File: src/sv/mqf_div.sv
`default_nettype none
module mqf_div #(
    parameter int NW = 140,
    parameter int DW = 64
) (
    input  wire logic          clk,
    input  wire logic          rst_n,
    input  wire logic          start,
    input  wire logic [NW-1:0] dividend,
    input  wire logic [DW-1:0] divisor,
    output logic      [NW-1:0] quotient,
    output logic               done
);

    localparam int CW = $clog2(NW + 1);

    logic [DW-1:0] rem_reg;
    logic [NW-1:0] quo_reg;
    logic [DW-1:0] dsr_reg;
    logic [CW-1:0] cnt_reg;
    logic          busy_reg;
    logic          done_reg;
    logic [DW:0]   trial;
    logic          fits;

    // Restoring division, one quotient bit per cycle.
    assign trial = {rem_reg, quo_reg[NW-1]};
    assign fits  = trial >= {1'b0, dsr_reg};

    always_ff @(posedge clk or negedge rst_n)
    begin
        if (!rst_n)
        begin
            busy_reg <= 1'b0;
            done_reg <= 1'b0;
            cnt_reg  <= '0;
        end
        else
        begin
            done_reg <= 1'b0;
            if (start)
            begin
                busy_reg <= 1'b1;
                cnt_reg  <= CW'(NW);
            end
            else if (busy_reg)
            begin
                cnt_reg <= cnt_reg - CW'(1);
                if (cnt_reg == CW'(1))
                begin
                    busy_reg <= 1'b0;
                    done_reg <= 1'b1;
                end
            end
        end
    end

    always_ff @(posedge clk)
    begin
        if (start)
        begin
            rem_reg <= '0;
            quo_reg <= dividend;
            dsr_reg <= divisor;
        end
        else if (busy_reg)
        begin
            rem_reg <= fits ? DW'(trial - {1'b0, dsr_reg}) : DW'(trial);
            quo_reg <= {quo_reg[NW-2:0], fits};
        end
    end

    assign quotient = quo_reg;
    assign done     = done_reg;

endmodule
`default_nettype wire
File: config.mk
export PLATFORM = sky130hd
export DESIGN_NAME = mqf_div
export DESIGN_NICKNAME = d
export VERILOG_FILES = /design/src/sv/mqf_div.sv
export SDC_FILE = /design/constraint.sdc
export NUM_CORES = 1
export LEC_CHECK = 0
export BUFFER_PORTS_ARGS = -buffer_cell sky130_fd_sc_hd__buf_2
export CAP_MARGIN = 0
export CORE_UTILIZATION = 50
export DETAILED_ROUTE_END_ITERATION = 8
export PLACE_DENSITY = 0.75
export SLEW_MARGIN = 0
export SYNTH_ARGS = -nofsm -noshare
export SYNTH_HDL_FRONTEND = slang
export SYNTH_SLANG_ARGS = --single-unit
export TNS_END_PERCENT = 10
File: constraint.sdc
create_clock -name clk -period 4.63 [get_ports clk]
set_input_delay 0.463 -clock clk [delete_from_list [all_inputs] [get_ports clk]]
set_output_delay 0.463 -clock clk [all_outputs]
set_load 0.02 [all_outputs]
==> impl_metrics.prom <==
# TYPE chip_impl_metric gauge
chip_impl_info{name="top_usage_layer",value="met2"} 1
chip_impl_metric{name="synth_async_sr_flop_share",unit="%"} 3.597
chip_impl_metric{name="synth_edf_count",unit=""} 204
chip_impl_metric{name="fin_worst_skew",unit="ns"} 0.01639
chip_impl_metric{name="worst_ir_drop_vdd",unit="mV"} 0.3564
chip_impl_info{name="tritoncts",value="yes"} 1
chip_impl_info{name="cts_root_buffer",value="sky130_fd_sc_hd__clkbuf_16"} 1
chip_impl_info{name="cpMaxStageDelayCell",value="sky130_fd_sc_hd__or2_2"} 1
chip_impl_metric{name="die_width",unit="microns"} 177.4
chip_impl_metric{name="detailedRoute.firstIterationViolations",unit=""} 781
chip_impl_metric{name="synthToLayoutAreaGrowth",unit="%"} 19.53
chip_impl_metric{name="wirelength",unit="microns"} 42890
chip_impl_metric{name="cts_post_setup_buffers_inserted",unit=""} 0
chip_impl_metric{name="remaining_drc_errors",unit=""} 0
chip_impl_metric{name="grt_overflow",unit=""} 0
chip_impl_metric{name="clkLatencyLatePin",unit="ns"} 0.58
chip_impl_metric{name="hpwlAfterDp",unit="microns"} 31970
chip_impl_metric{name="clock_path_buffers",unit=""} 3
chip_impl_metric{name="synth_sequential_area_ratio",unit="%"} 49.78
chip_impl_info{name="synthTopCellsByArea",value="sky130_fd_sc_hd__edfxtp_1 40%, sky130_fd_sc_hd__mux2_2 10%, sky130_fd_sc_hd__dfxtp_1 8.3%"} 1
chip_impl_metric{name="drt-vias-per-instance",unit=""} 5.728
chip_impl_metric{name="io_buffer_count",unit=""} 347
chip_impl_metric{name="finalHoldViolations",unit=""} 0
chip_impl_metric{name="post_cts_resize_count",unit=""} 0
chip_impl_metric{name="met3_usage",unit="%"} 7.734
chip_impl_metric{name="gp_routability_congestion",unit=""} 0.9300
chip_impl_metric{name="critPathArrivalTime",unit="ns"} 4.23
chip_impl_metric{name="syn-cell-area",unit="sq um"} 15380
chip_impl_metric{name="worst-r2r-cell-count",unit=""} 12
chip_impl_metric{name="fillerInstances",unit=""} 2532
chip_impl_metric{name="synthesis.instances",unit=""} 1454
chip_impl_metric{name="grt_start_max_net_pins",unit=""} 117
chip_impl_info{name="criticalPathCategory",value="reg2reg"} 1
chip_impl_metric{name="wire_length_of_the_first_global_routing_pass",unit="microns"} 65660
chip_impl_metric{name="die-height",unit="microns"} 177.4
chip_impl_info{name="rr_startpoint",value="dsr_reg[52]"} 1
chip_impl_metric{name="comb_power_share",unit="%"} 37.1
chip_impl_metric{name="syn-mean-instance-area",unit="sq um"} 10.58
chip_impl_info{name="critical_path.endpoint_type",value="register"} 1
chip_impl_metric{name="grt.total_usage",unit="%"} 26.64
chip_impl_metric{name="max_slew_margin",unit="%"} 36.57
chip_impl_info{name="worst_setup_path_start_kind",value="register"} 1
chip_impl_metric{name="largest_register_ffs",unit=""} 140
chip_impl_metric{name="finalSetupTns",unit="ns"} 0
chip_impl_metric{name="combined_area_of_the_multi_input_logic_cells",unit="sq um"} 7036
chip_impl_info{name="crit_chain",value="inv_1 > ha_1 > nand2_1 > nor4_1 > nand4_1 > nor4_1 > a211o_1 > or2_2 > buf_4 > and3_1 > mux2_2 > nor4_2"} 1
chip_impl_metric{name="p_int",unit="W"} 0.005916
chip_impl_metric{name="sw_frac_of_total",unit="%"} 36.79
chip_impl_info{name="status",value="completed"} 1
chip_impl_metric{name="design.die.area",unit="sq um"} 31470
chip_impl_info{name="synth_top_cells_by_count",value="204 x sky130_fd_sc_hd__edfxtp_1, 160 x sky130_fd_sc_hd__nand2_1, 141 x sky130_fd_sc_hd__mux2_2"} 1
chip_impl_metric{name="netSwitchingPower",unit="W"} 0.003444
chip_impl_metric{name="final-max-slew-violation-count",unit=""} 0
chip_impl_metric{name="netlist-cell-type-count",unit=""} 73
chip_impl_metric{name="worstHoldPathCells",unit=""} 1
chip_impl_info{name="unrepaired_setup_endpoints_after_global_routing",value="false"} 1
chip_impl_metric{name="grt_antenna_before_repair",unit=""} 16
chip_impl_info{name="postSynth.topFlopCell",value="sky130_fd_sc_hd__edfxtp_1"} 1
chip_impl_metric{name="tightestPinTransition",unit="ns"} 0.9493
chip_impl_info{name="synth_largest_area_cell",value="sky130_fd_sc_hd__edfxtp_1"} 1
chip_impl_metric{name="p_leak",unit="nW"} 7.778
chip_impl_metric{name="post_route_cells_drive_above_1_share",unit="%"} 32.06
chip_impl_metric{name="ys_ff_latch",unit=""} 278
chip_impl_metric{name="timing.critical_path.fanout_max",unit=""} 36
chip_impl_metric{name="post_synth_top_area_share",unit="%"} 39.82
chip_impl_metric{name="ys_warn_count",unit=""} 0
chip_impl_metric{name="final.setup.worst_slack",unit="ns"} 0.8176
chip_impl_metric{name="finalInstanceArea",unit="sq um"} 18390
chip_impl_metric{name="final_nets",unit=""} 2031
chip_impl_metric{name="htree_levels",unit=""} 1
chip_impl_metric{name="clock_pin_slew_of_the_registers_on_the_worst_case_setup_and_hold_paths",unit="ns"} 0.07
chip_impl_metric{name="seqCellArea",unit="sq um"} 7661
chip_impl_metric{name="numCtsBuffers",unit=""} 31
chip_impl_metric{name="required",unit="ns"} 5.05
chip_impl_metric{name="firstDrtPassIters",unit=""} 5
chip_impl_metric{name="cap_violations",unit=""} 0
chip_impl_metric{name="postSynthNetCount",unit=""} 1728
chip_impl_metric{name="via_count_of_the_first_global_routing_pass",unit=""} 12190
chip_impl_metric{name="timing.fmax",unit="MHz"} 262.3
chip_impl_metric{name="initial_utilization",unit="%"} 51.35
chip_impl_metric{name="row_count",unit=""} 63
chip_impl_metric{name="crit_path_time_final",unit="ns"} 3.812
chip_impl_metric{name="route.vias.total",unit=""} 12460
chip_impl_metric{name="p_clk_share",unit="%"} 27.0
chip_impl_metric{name="cellPowerDensity",unit="nW/um^2"} 509.1
chip_impl_info{name="r2r_end",value="rem_reg[29]"} 1
chip_impl_metric{name="setup_violations",unit=""} 0
chip_impl_metric{name="globalRouteMet1Util",unit="%"} 32.24
chip_impl_metric{name="numClockSinks",unit=""} 278
chip_impl_metric{name="postRouteAntennaNets",unit=""} 0
chip_impl_info{name="critical_path.startpoint",value="dsr_reg[52]"} 1
chip_impl_metric{name="preCtsSetupSlack",unit="ns"} 0.8146
chip_impl_info{name="post-synth-top-count-cell",value="sky130_fd_sc_hd__edfxtp_1"} 1
chip_impl_metric{name="sequential_group_share_of_total_power",unit="%"} 35.9
chip_impl_metric{name="core_region_area",unit="sq um"} 29950
chip_impl_metric{name="met2_routing_resource_usage_after_global_routing",unit="%"} 43.75
chip_impl_info{name="timing.hold.worst.class",value="in2reg"} 1
chip_impl_metric{name="final.period_utilization",unit="%"} 82.34
chip_impl_metric{name="routedWlPerCell",unit="microns"} 19.71
chip_impl_metric{name="num_io_pins",unit=""} 348
chip_impl_metric{name="detailed_place.area",unit="sq um"} 17330
chip_impl_metric{name="r2r_slack",unit="ns"} 0.82
chip_impl_metric{name="cp_slowest_stage_delay",unit="ns"} 0.61
chip_impl_info{name="worst_setup_path_endpoint",value="rem_reg[29]"} 1
chip_impl_info{name="critical_path.most_common_cell",value="sky130_fd_sc_hd__nor4_1"} 1
## worst max-delay path, delay by kind of cell, from the launching register on
family / cells / cell delay, ns
multiplexers: 1 / 0.16
flip-flops: 1 / 0.32
buffers and inverters: 2 / 0.46
AO/OA/AOI/OAI: 1 / 0.20
adder cells (fa/ha/maj): 1 / 0.41
AND/OR/NAND/NOR: 7 / 2.09
## cell type report
cell class              instances  area share (%)
well taps                     390           2.654
clock inverters                17           1.123
repair buffers                357           9.990
clock buffers                  40           4.512
flip-flops and latches        278           41.67
inverters                      83           1.722
multi-input cells            1006           38.26
diodes                          5         0.06805
## power groups by stage
stage	Clock [W]	Combinational (W)	Sequential, W
3_5_place_dp	0	0.00341	0.00340
4_1_cts	0.00258	0.00345	0.00336
6_report	0.00253	0.00347	0.00336
3_3_place_gp	0	0.00338	0.00338
2_1_floorplan	0	0.00243	0.00350
5_1_grt	0.00266	0.00381	0.00341
## metal layers
metal	up-vias	part of all wire, %
met5	-	0.22
li1	5956	-
met1	5923	39
met2	436	48
met4	18	5.0
met3	131	7.9
## worst min-delay path by stage
stage	from	to	slack [ns]
final	divisor[9]	dsr_reg[9]	0.06
after global routing	divisor[60]	dsr_reg[60]	0.03
after CTS	divisor[19]	dsr_reg[19]	0.03
after detailed placement	rst_n	done	0.33
after global placement	rst_n	cnt_reg[6]	0.33
after floorplan	rst_n	busy_reg	0.17
## metrics by stage
step / power, W / std cells / hold slack, ns / utilization, %
6_report: 0.009360 / 2176 / 0.05570 / 61.38
5_1_grt: 0.009868 / 2172 / 0.03339 / 61.35
4_1_cts: 0.009379 / 2171 / 0.03232 / 61.34
3_5_place_dp: 0.006812 / 2113 / 0.3311 / 57.85
3_3_place_gp: 0.006759 / 2113 / 0.3314 / 57.85
2_1_floorplan: 0.005929 / 1454 / 0.1674 / -
## kinds of logic after synthesis
| group | after synthesis | share of synthesized area, % |
|---|---|---|
| adder cells (fa/ha/maj) | 67 | 5.499 |
| AND/OR/NAND/NOR | 414 | 12.53 |
| flip-flops | 278 | 49.78 |
| XOR/XNOR | 57 | 3.245 |
| buffers and inverters | 170 | 4.531 |
| multiplexers | 142 | 10.39 |
| AO/OA/AOI/OAI | 326 | 14.03 |
## cell usage in the layout, fill, tap and decap left out, types with 7 or more instances in the layout
cell type and n:
sky130_fd_sc_hd__buf_2 346, sky130_fd_sc_hd__edfxtp_1 204, sky130_fd_sc_hd__nand2_1 160, sky130_fd_sc_hd__mux2_2 141
sky130_fd_sc_hd__nor2_1 111, sky130_fd_sc_hd__a21oi_1 93, sky130_fd_sc_hd__inv_1 82, sky130_fd_sc_hd__ha_1 66
sky130_fd_sc_hd__dfxtp_1 64, sky130_fd_sc_hd__o21ai_0 48, sky130_fd_sc_hd__xnor2_1 39, sky130_fd_sc_hd__a311oi_1 39
sky130_fd_sc_hd__nand4_1 31, sky130_fd_sc_hd__clkbuf_16 31, sky130_fd_sc_hd__a21o_1 23, sky130_fd_sc_hd__nand3_1 21
sky130_fd_sc_hd__xor2_1 18, sky130_fd_sc_hd__o21bai_1 17, sky130_fd_sc_hd__a31oi_1 16, sky130_fd_sc_hd__nor3_1 14
sky130_fd_sc_hd__nor2b_1 14, sky130_fd_sc_hd__o21a_1 13, sky130_fd_sc_hd__a211oi_1 13, sky130_fd_sc_hd__nand2b_1 10
sky130_fd_sc_hd__o211ai_1 10, sky130_fd_sc_hd__dfrtp_1 9, sky130_fd_sc_hd__o21ai_1 8, sky130_fd_sc_hd__and3_1 8
sky130_fd_sc_hd__buf_4 8, sky130_fd_sc_hd__nor4_1 7, sky130_fd_sc_hd__or3_1 7, sky130_fd_sc_hd__o22ai_1 7
sky130_fd_sc_hd__clkbuf_1 7, sky130_fd_sc_hd__clkinv_2 7
## timing repair
action | CTS | global route
setup endpoints to repair | 0 | 0
endpoints found under the hold margin | 10 | 0
hold buffers | 1 | 0
Note: power is estimated with default switching activity, not from simulation.
