## src/sv/mqf_mul.sv

```systemverilog
`default_nettype none
module mqf_mul #(
    parameter int AW = 60,
    parameter int BW = 33
) (
    input  wire logic             clk,
    input  wire logic             rst_n,
    input  wire logic             start,
    input  wire logic [AW-1:0]    a,
    input  wire logic [BW-1:0]    b,
    output logic      [AW+BW-1:0] prod,
    output logic                  done
);

    localparam int CW = $clog2(BW + 1);

    logic [AW+BW-1:0] acc_reg;
    logic [AW+BW-1:0] a_reg;
    logic [BW-1:0]    b_reg;
    logic [CW-1:0]    cnt_reg;
    logic             busy_reg;
    logic             done_reg;

    // Unsigned shift-add multiplier, one multiplier bit per cycle.
    always_ff @(posedge clk or negedge rst_n)
    begin
        if (!rst_n)
        begin
            busy_reg <= 1'b0;
            done_reg <= 1'b0;
            cnt_reg  <= '0;
        end
        else
        begin
            done_reg <= 1'b0;
            if (start)
            begin
                busy_reg <= 1'b1;
                cnt_reg  <= CW'(BW);
            end
            else if (busy_reg)
            begin
                cnt_reg <= cnt_reg - CW'(1);
                if (cnt_reg == CW'(1))
                begin
                    busy_reg <= 1'b0;
                    done_reg <= 1'b1;
                end
            end
        end
    end

    always_ff @(posedge clk)
    begin
        if (start)
        begin
            acc_reg <= '0;
            a_reg   <= (AW+BW)'(a);
            b_reg   <= b;
        end
        else if (busy_reg)
        begin
            if (b_reg[0])
            begin
                acc_reg <= acc_reg + a_reg;
            end
            a_reg <= a_reg << 1;
            b_reg <= b_reg >> 1;
        end
    end

    assign prod = acc_reg;
    assign done = done_reg;

endmodule
`default_nettype wire

```

## config.mk

```make
export PLATFORM = sky130hd
export DESIGN_NAME = mqf_mul
export DESIGN_NICKNAME = d
export VERILOG_FILES = /design/src/sv/mqf_mul.sv
export SDC_FILE = /design/constraint.sdc
export NUM_CORES = 1
export LEC_CHECK = 0
export ABC_AREA = 1
export BUFFER_PORTS_ARGS = -buffer_cell sky130_fd_sc_hd__buf_2
export CORE_MARGIN = 1.5
export CORE_UTILIZATION = 65
export CTS_BUF_LIST = sky130_fd_sc_hd__clkbuf_8
export CTS_CLUSTER_DIAMETER = 50
export DETAILED_ROUTE_END_ITERATION = 16
export HOLD_SLACK_MARGIN = 0.05
export MAX_ROUTING_LAYER = met4
export PLACE_DENSITY = 0.93
export SYNTH_ARGS = -nofsm -noshare
export SYNTH_HDL_FRONTEND = slang
export SYNTH_SLANG_ARGS = --single-unit
```

## constraint.sdc

```tcl
create_clock -name clk -period 9.51 [get_ports clk]
set_clock_uncertainty 0.15 [all_clocks]
set_input_delay 1.902 -clock clk [delete_from_list [all_inputs] [get_ports clk]]
set_output_delay 1.902 -clock clk [all_outputs]
set_load 0.005 [all_outputs]
```

==> metrics.yaml, run 1 <==
ys_ff_latch: 227
drive_above_1_share_pct: 13.3
cp-end-kind: "flop"
initial_core_util_pct: 66.0
period_minus_slack_ns: 4.51
path_class: "in2reg"
dr.pass1.iters: 6
fin_hold_ws_ns: 0.355
finalSetupViolCount: 0
layout_commonest_cell: "nand2_1"
total_leakage_power_nw: 11.9
initialDrtViolationCount: 2399
start_kind: "primary input"
cp.required_ns: 9.57
status: "completed"
seq_power_share_pct: 35.2
clockRootBuffer: "clkbuf_8"
fp.dieW_microns: 171
drcViolationCount: 0
use_met3_pct: 8.47
syn_inst: 3067
avgSynthCellArea_sq_um: 5.96
grt_max_degree: 107
mostFrequentLayoutCells: "1,203 x nand2_1, 610 x inv_1, 316 x nor2_1"
hold_violations: 0
grt_setup_unrepaired: "no"
synthDistinctLibCells: 34
insertion_delay_ns: 0.59
post-route-period-util_pct: 47.5
htree_levels: 2
p_sw_w: 0.00151
gp_congestion: 1.07
cap_viol_max_count: 0
cts_tree: "built"
viasPerCell: 5.52
fmax_mhz: 222
critPathMaxFanout: 83
grt_pass1_vias: 18700
ant_nets: 0
hpwlAfterDp_microns: 48700
synth_top_area_share_pct: 24.7
internal-power_w: 0.00211
grt-ovfl-total: 0
comb_power_share_pct: 37.5
pwr-share-clk_pct: 27.3
swShare_pct: 41.8
worst_pin_slew_ns: 1.17
cts_buffer_depth: 3
syn_nets: 3258
ys.warnings.count: 0
cts.sinks: 227
fp.coreArea_sq_mm: 0.0277
synth_top_area_cell: "nand2_1"
hold_buffers: 0
ys_seq_area_share_pct: 30.2
clk_pin_slew_ns: 0.06
vias: 20200
vdd_drop_max_mv: 0.184
placementRows: 61
pin_count: 190
hp-class: "reg2reg"
async_flop_share_pct: 3.52
utilization_pct: 73.5
cts_resized: 0
tns_ns: 0
busiest_layer: "met2"
wl_microns: 64300
cp.arrival_ns: 4.57
syn_area_sq_mm: 0.0183
area_growth_pct: 11.4
synth_edf_count: 93
powerDensity_mw_per_mm2: 178
nets: 3439
cts_setup_buffers: 0
fp.dieArea_sq_mm: 0.0292
cts_made_buffers: 42
io_buffer_count: 189
slew_viol_final: 0
grt_use_met2_pct: 70.0
slew-limit-headroom_pct: 22.0
grt.total_usage_pct: 45.0
grt_pass1_wl_microns: 97500
antenna_found_initial: 1
globalRouteMet1Util_pct: 57.6
synth_flop_cell: "dfxtp_1"
yosys-top-cells-area: "nand2_1 25%, edfxtp_1 15%, dfxtp_1 14%, inv_1 12%, nor2_1 6.5%"
die_h_microns: 171
wl_per_cell_microns: 17.6
## layer usage
metal | vias up | wire (microns)
met5 | - | 0
met4 | 0 | 2920
met3 | 219 | 7720
met2 | 1306 | 28000
met1 | 9086 | 25700
li1 | 9561 | -
## area by class of cell
class                   instances  area [sq um]
multi-input cells            2135         10100
fillers                      2217          7340
flip-flops and latches        227          5520
inverters                     648          2440
repair buffers                194           986
clock buffers                  45           619
well taps                     378           473
clock inverters                27           214
diodes                          2          5.00
## path summary, 6_finish.rpt
check	slack, ns	end	cells past startpoint	start
max	5.00	a_reg[38]$_DFFE_PP_	4	start
min in group asynchronous	1.00	cnt_reg[4]$_DFFE_PN0P_	1	rst_n
min	0.36	a_reg[81]$_SDFFE_PP0P_	2	a_reg[81]$_SDFFE_PP0P_
max in group asynchronous	8.04	cnt_reg[1]$_DFFE_PN0P_	1	rst_n
min reg2reg	0.36	a_reg[81]$_SDFFE_PP0P_	2	a_reg[81]$_SDFFE_PP0P_
max reg2reg	6.08	prod[66]$_SDFFE_PP0P_	16	a_reg[8]$_DFFE_PP_
## power groups by stage
stage / logic, W / clock network, W / registers [W]
2_1_floorplan: 0.000880 / 0 / 0.00126
3_5_place_dp: 0.00128 / 0 / 0.00128
6_report: 0.00136 / 0.000989 / 0.00127
5_1_grt: 0.00148 / 0.00102 / 0.00128
4_1_cts: 0.00131 / 0.000981 / 0.00127
3_3_place_gp: 0.00123 / 0 / 0.00128
## synth_stat cells, types with 4 or more instances
master	n
buf_1	5
nand4_1	22
ha_1	94
o22ai_1	32
xor2_1	45
and2_1	4
clkbuf_1	40
nor3_1	14
nand3_2	21
dfxtp_1	126
dfrtp_1	8
nor2_4	8
o21ai_1	6
edfxtp_1	93
nor2_1	316
inv_2	41
a31oi_1	4
nand2_1	1204
nand3_1	86
nand2_2	27
nor3_2	4
o21bai_1	9
inv_1	602
a21oi_1	78
buf_2	12
clkinv_1	5
nor2_2	70
o21ai_0	78
## critical path, stage by stage
cell	delay, ns
buf_4	0.64
clkinv_2	0.42
nand2_4	0.70
buf_4	0.78
## stage by stage
step	power, W	instance area [sq um]	instances	setup slack, ns
finish	0.00362	20400	3656	5.00
global placement	0.00251	19500	3582	4.64
global route	0.00379	20400	3656	4.85
floorplan	0.00214	18300	3067	3.72
CTS	0.00356	20400	3654	5.09
detailed placement	0.00256	19500	3582	4.49
## logic make-up (layout without fill, tap and decap cells)
family                   count (synthesis)  after routing  synth area share (%)
adder cells (fa/ha/maj)                 95             95                  6.54
AND/OR/NAND/NOR                       1782           1782                  40.3
flip-flops                             227            227                  30.2
other                                    0              2                     0
XOR/XNOR                                48             48                  2.30
AO/OA/AOI/OAI                          210            210                  6.18
buffers and inverters                  705            914                  14.6
(Power assumes the default switching activity.)
==> run 2: changes to the inputs <==
Settings changed: ABC_AREA 1 to 0, CORE_UTILIZATION 65 to 55, PLACE_DENSITY 0.93 to 0.86.
Clock period 9.51 ns to 3.7 ns, I/O delays scaled along.
==> run 2 against run 1 <==
  * Die area shrank 8.0%
  * Total power grew to 3.4 times the previous value
  * Clock power grew to 2.6 times the previous value
  * Register-to-register slack lost 6.0 ns
  * Sequential power grew to 2.9 times the previous value
  * Final cell count shrank 41%
  * Synthesized area shrank 22%
  * Design area shrank 17%
  * Global-route usage shrank 16 points
  * Critical path depth grew 9
  * Largest cell class unchanged
==> metrics.yaml, run 2 <==
status: "completed"
viasPerCell: 5.96  # +7.9%
reg2reg_slack_ns: 0.06  # -6.02 ns
diodes: 0  # -2
worstHoldStart: "b[32]"
grt_pass1_vias: 12500  # -33%
start_kind: "flop"
setup_ws_ns: 0.0622  # -4.93 ns
synthDistinctLibCells: 74  # +120%
critPathMaxFanout: 8  # -90%
total_leakage_power_nw: 7.55  # -37%
antenna_found_initial: 0  # -1
filler_cell_count: 2050  # -7.5%
clk_pin_slew_ns: 0.06  # about the same
post-route-period-util_pct: 98.3
finalSetupViolCount: 0  # unchanged
cp.required_ns: 3.97  # -5.60 ns
vdd_drop_max_mv: 0.554  # +200%
gp_congestion: 0.953  # -11%
avgSynthCellArea_sq_um: 8.95  # +50%
hp-class: "in2reg"
synth_top_area_share_pct: 19.7  # -5.1 points
utilization_pct: 66.7  # -6.8 points
synth_edf_count: 93  # unchanged
period_minus_slack_ns: 3.64
pin_count: 190  # unchanged
wl_per_cell_microns: 18.2  # +3.2%
fmax_mhz: 275
multi_input_area_sq_mm: 0.00844  # -17%
synth.most_common_cell: "nand2_1"
syn_inst: 1587  # -48%
synth.mux.area_fraction_pct: 9.61  # +9.6 points
insertion_delay_ns: 0.57  # -0.02 ns
grt_max_degree: 104  # -2.8%
syn_nets: 1778  # -45%
die_h_microns: 164  # -4.1%
vias: 12800  # -36%
cp-end-kind: "flop"
cap_viol_max_count: 0  # unchanged
mostFrequentLayoutCells: "216 x nand2_1, 188 x buf_2, 186 x a21oi_1"
drcViolationCount: 0  # unchanged
cts_buffer_depth: 3  # unchanged
fp.coreArea_sq_mm: 0.0253  # -8.8%
cts.sinks: 227  # unchanged
layout_commonest_cell: "nand2_1"
r2r_cells: 13  # -3
ys.warnings.count: 0  # unchanged
area_growth_pct: 18.6
path_class: "reg2reg"
clockRootBuffer: "clkbuf_8"
ant_nets: 0  # unchanged
cts_tree: "built"
async_flop_share_pct: 3.52  # unchanged
r2r-start: "a_reg[20]$_DFFE_PP_"
r2r_end: "prod[92]$_SDFFE_PP0P_"
hold_violations: 0  # unchanged
synth_compound_area_share_pct: 19.6  # +13 points
grt-ovfl-total: 0  # unchanged
dr.pass1.iters: 5  # -1
wl_microns: 39100  # -39%
io_buffer_count: 189  # unchanged
htree_levels: 2  # unchanged
placementRows: 58  # -4.9%
cp.arrival_ns: 3.91  # -0.66 ns
grt_pass1_wl_microns: 61900  # -36%
worst_pin_slew_ns: 1.12  # -0.0493 ns
power.total_w: 0.0123  # +240%
synth-simple-area-share_pct: 15.3  # -25 points
final-seq-area_sq_mm: 0.00552  # about the same
drive_above_1_share_pct: 24.9  # +12 points
slew_viol_final: 0  # unchanged
fp.dieArea_sq_mm: 0.0268  # -8.0%
yosys-top-cells-area: "edfxtp_1 20%, dfxtp_1 18%, ha_1 8.3%, mux2_2 7.2%, a21oi_1 6.6%"
powerDensity_mw_per_mm2: 732  # +310%
slew-limit-headroom_pct: 25.0  # +3.0 points
initial_core_util_pct: 56.3  # -9.7 points
synth_top_family_by_area: "compound AO/OA/AOI/OAI gates"
grt_setup_unrepaired: "yes"
hpwlAfterDp_microns: 28400  # -42%
grt.total_usage_pct: 29.4  # -16 points
synth_common_cells: "217 x nand2_1, 188 x a21oi_1, 129 x nor2_1"
synth_flop_cell: "dfxtp_1"
holdPathEnd: "b_reg[32]$_SDFFCE_PN0P_"
ys_seq_area_share_pct: 38.8  # +8.7 points
cts_made_buffers: 42  # unchanged
ys_ff_latch: 227  # unchanged
fp.dieW_microns: 164  # -4.1%
nets: 1982  # -42%
initialDrtViolationCount: 1125  # -53%
synth_top_area_cell: "edfxtp_1"
place_ws_ns: -0.00171  # -4.49 ns
synth_adder_area_share_pct: 8.42  # +1.9 points
syn_area_sq_mm: 0.0142  # -22%
synth_xor_area_share_pct: 4.99  # +2.7 points
hold_depth: 2  # unchanged
run 2: changes by cell type after synthesis, moves of 69 or more:
cell     previous run  this run
mux2_2              0        91
nor2_1            316       129
nand2_1          1204       217
a21oi_1            78       188
nor2_2             70         1
inv_1             602        30
run 2: critical path: stages (launching register included):
cell       delay (ns)
edfxtp_1         0.40
ha_2             0.43
nand4_1          0.21
nor4_1           0.38
o2111ai_1        0.16
a21oi_1          0.21
nor3_1           0.08
buf_4            0.18
o22ai_4          0.16
o21a_2           0.16
a31oi_1          0.09
or3_1            0.41
a21oi_2          0.15
mux2_1           0.32
run 2: cell families after synthesis:
family / Yosys count
adder cells (fa/ha/maj): 95
buffers and inverters: 122
XOR/XNOR: 81
AND/OR/NAND/NOR: 489
AO/OA/AOI/OAI: 448
multiplexers: 125
flip-flops: 227
run 2: how the worst max path moves through the flow:
stage | start | end | slack (ns)
after floorplan | a_reg[0]$_SDFFCE_PN0P_ | prod[90]$_SDFFE_PP0P_ | 0.19
after CTS | a_reg[23]$_DFFE_PP_ | prod[77]$_SDFFE_PP0P_ | 0.006
after global placement | a_reg[22]$_DFFE_PP_ | prod[77]$_SDFFE_PP0P_ | 0.05
final | a_reg[20]$_DFFE_PP_ | prod[92]$_SDFFE_PP0P_ | 0.06
after detailed placement | a_reg[0]$_SDFFCE_PN0P_ | prod[90]$_SDFFE_PP0P_ | -0.002
after global routing | a_reg[0]$_SDFFCE_PN0P_ | prod[90]$_SDFFE_PP0P_ | -0.004
run 2: per-layer routing:
metal  up-vias  global-route usage (%)  routed length (microns)
li1       6185                       -                        -
met1      6041                    37.9                    16800
met2       509                    47.1                    18400
met3        93                    4.75                     2750
met4         0                    9.63                     1090
met5         -                       -                        0
run 2: what timing repair did:
item / 4_1_cts / 5_1_grt
setup buffers: 0 / 5
hold endpoints to repair: 8 / 0
gates resized for setup: 3 / 38
pin swaps: 0 / 11
endpoints found under the setup margin: 3 / 23
hold buffers: 1 / 0
run 2: final cells by class:
class | instances | share of cell area, %
clock buffer | 51 | 4.17
clock inverter | 26 | 1.18
inverter | 30 | 0.691
multi-input combinational | 1238 | 50.1
sequential | 227 | 32.7
tap | 330 | 2.45
timing repair buffer | 252 | 8.70
run 2: stage by stage:
step	hold slack, ns	area [sq um]	TNS (ns)	cells
CTS	0.282	16600	0	2149
floorplan	0.294	14200	0	1587
detailed placement	0.315	15700	-0.00171	2071
global route	0.304	16800	-0.00413	2154
global placement	0.303	15700	0	2071
finish	0.302	16800	0	2154
run 2: where the power goes:
group | internal [W] | switching (W) | leakage, nW | total (W)
logic | 0.00256 | 0.00350 | 4.92 | 0.00606
registers | 0.00325 | 0.000476 | 2.11 | 0.00372
clock network | 0.00147 | 0.00109 | 0.520 | 0.00256
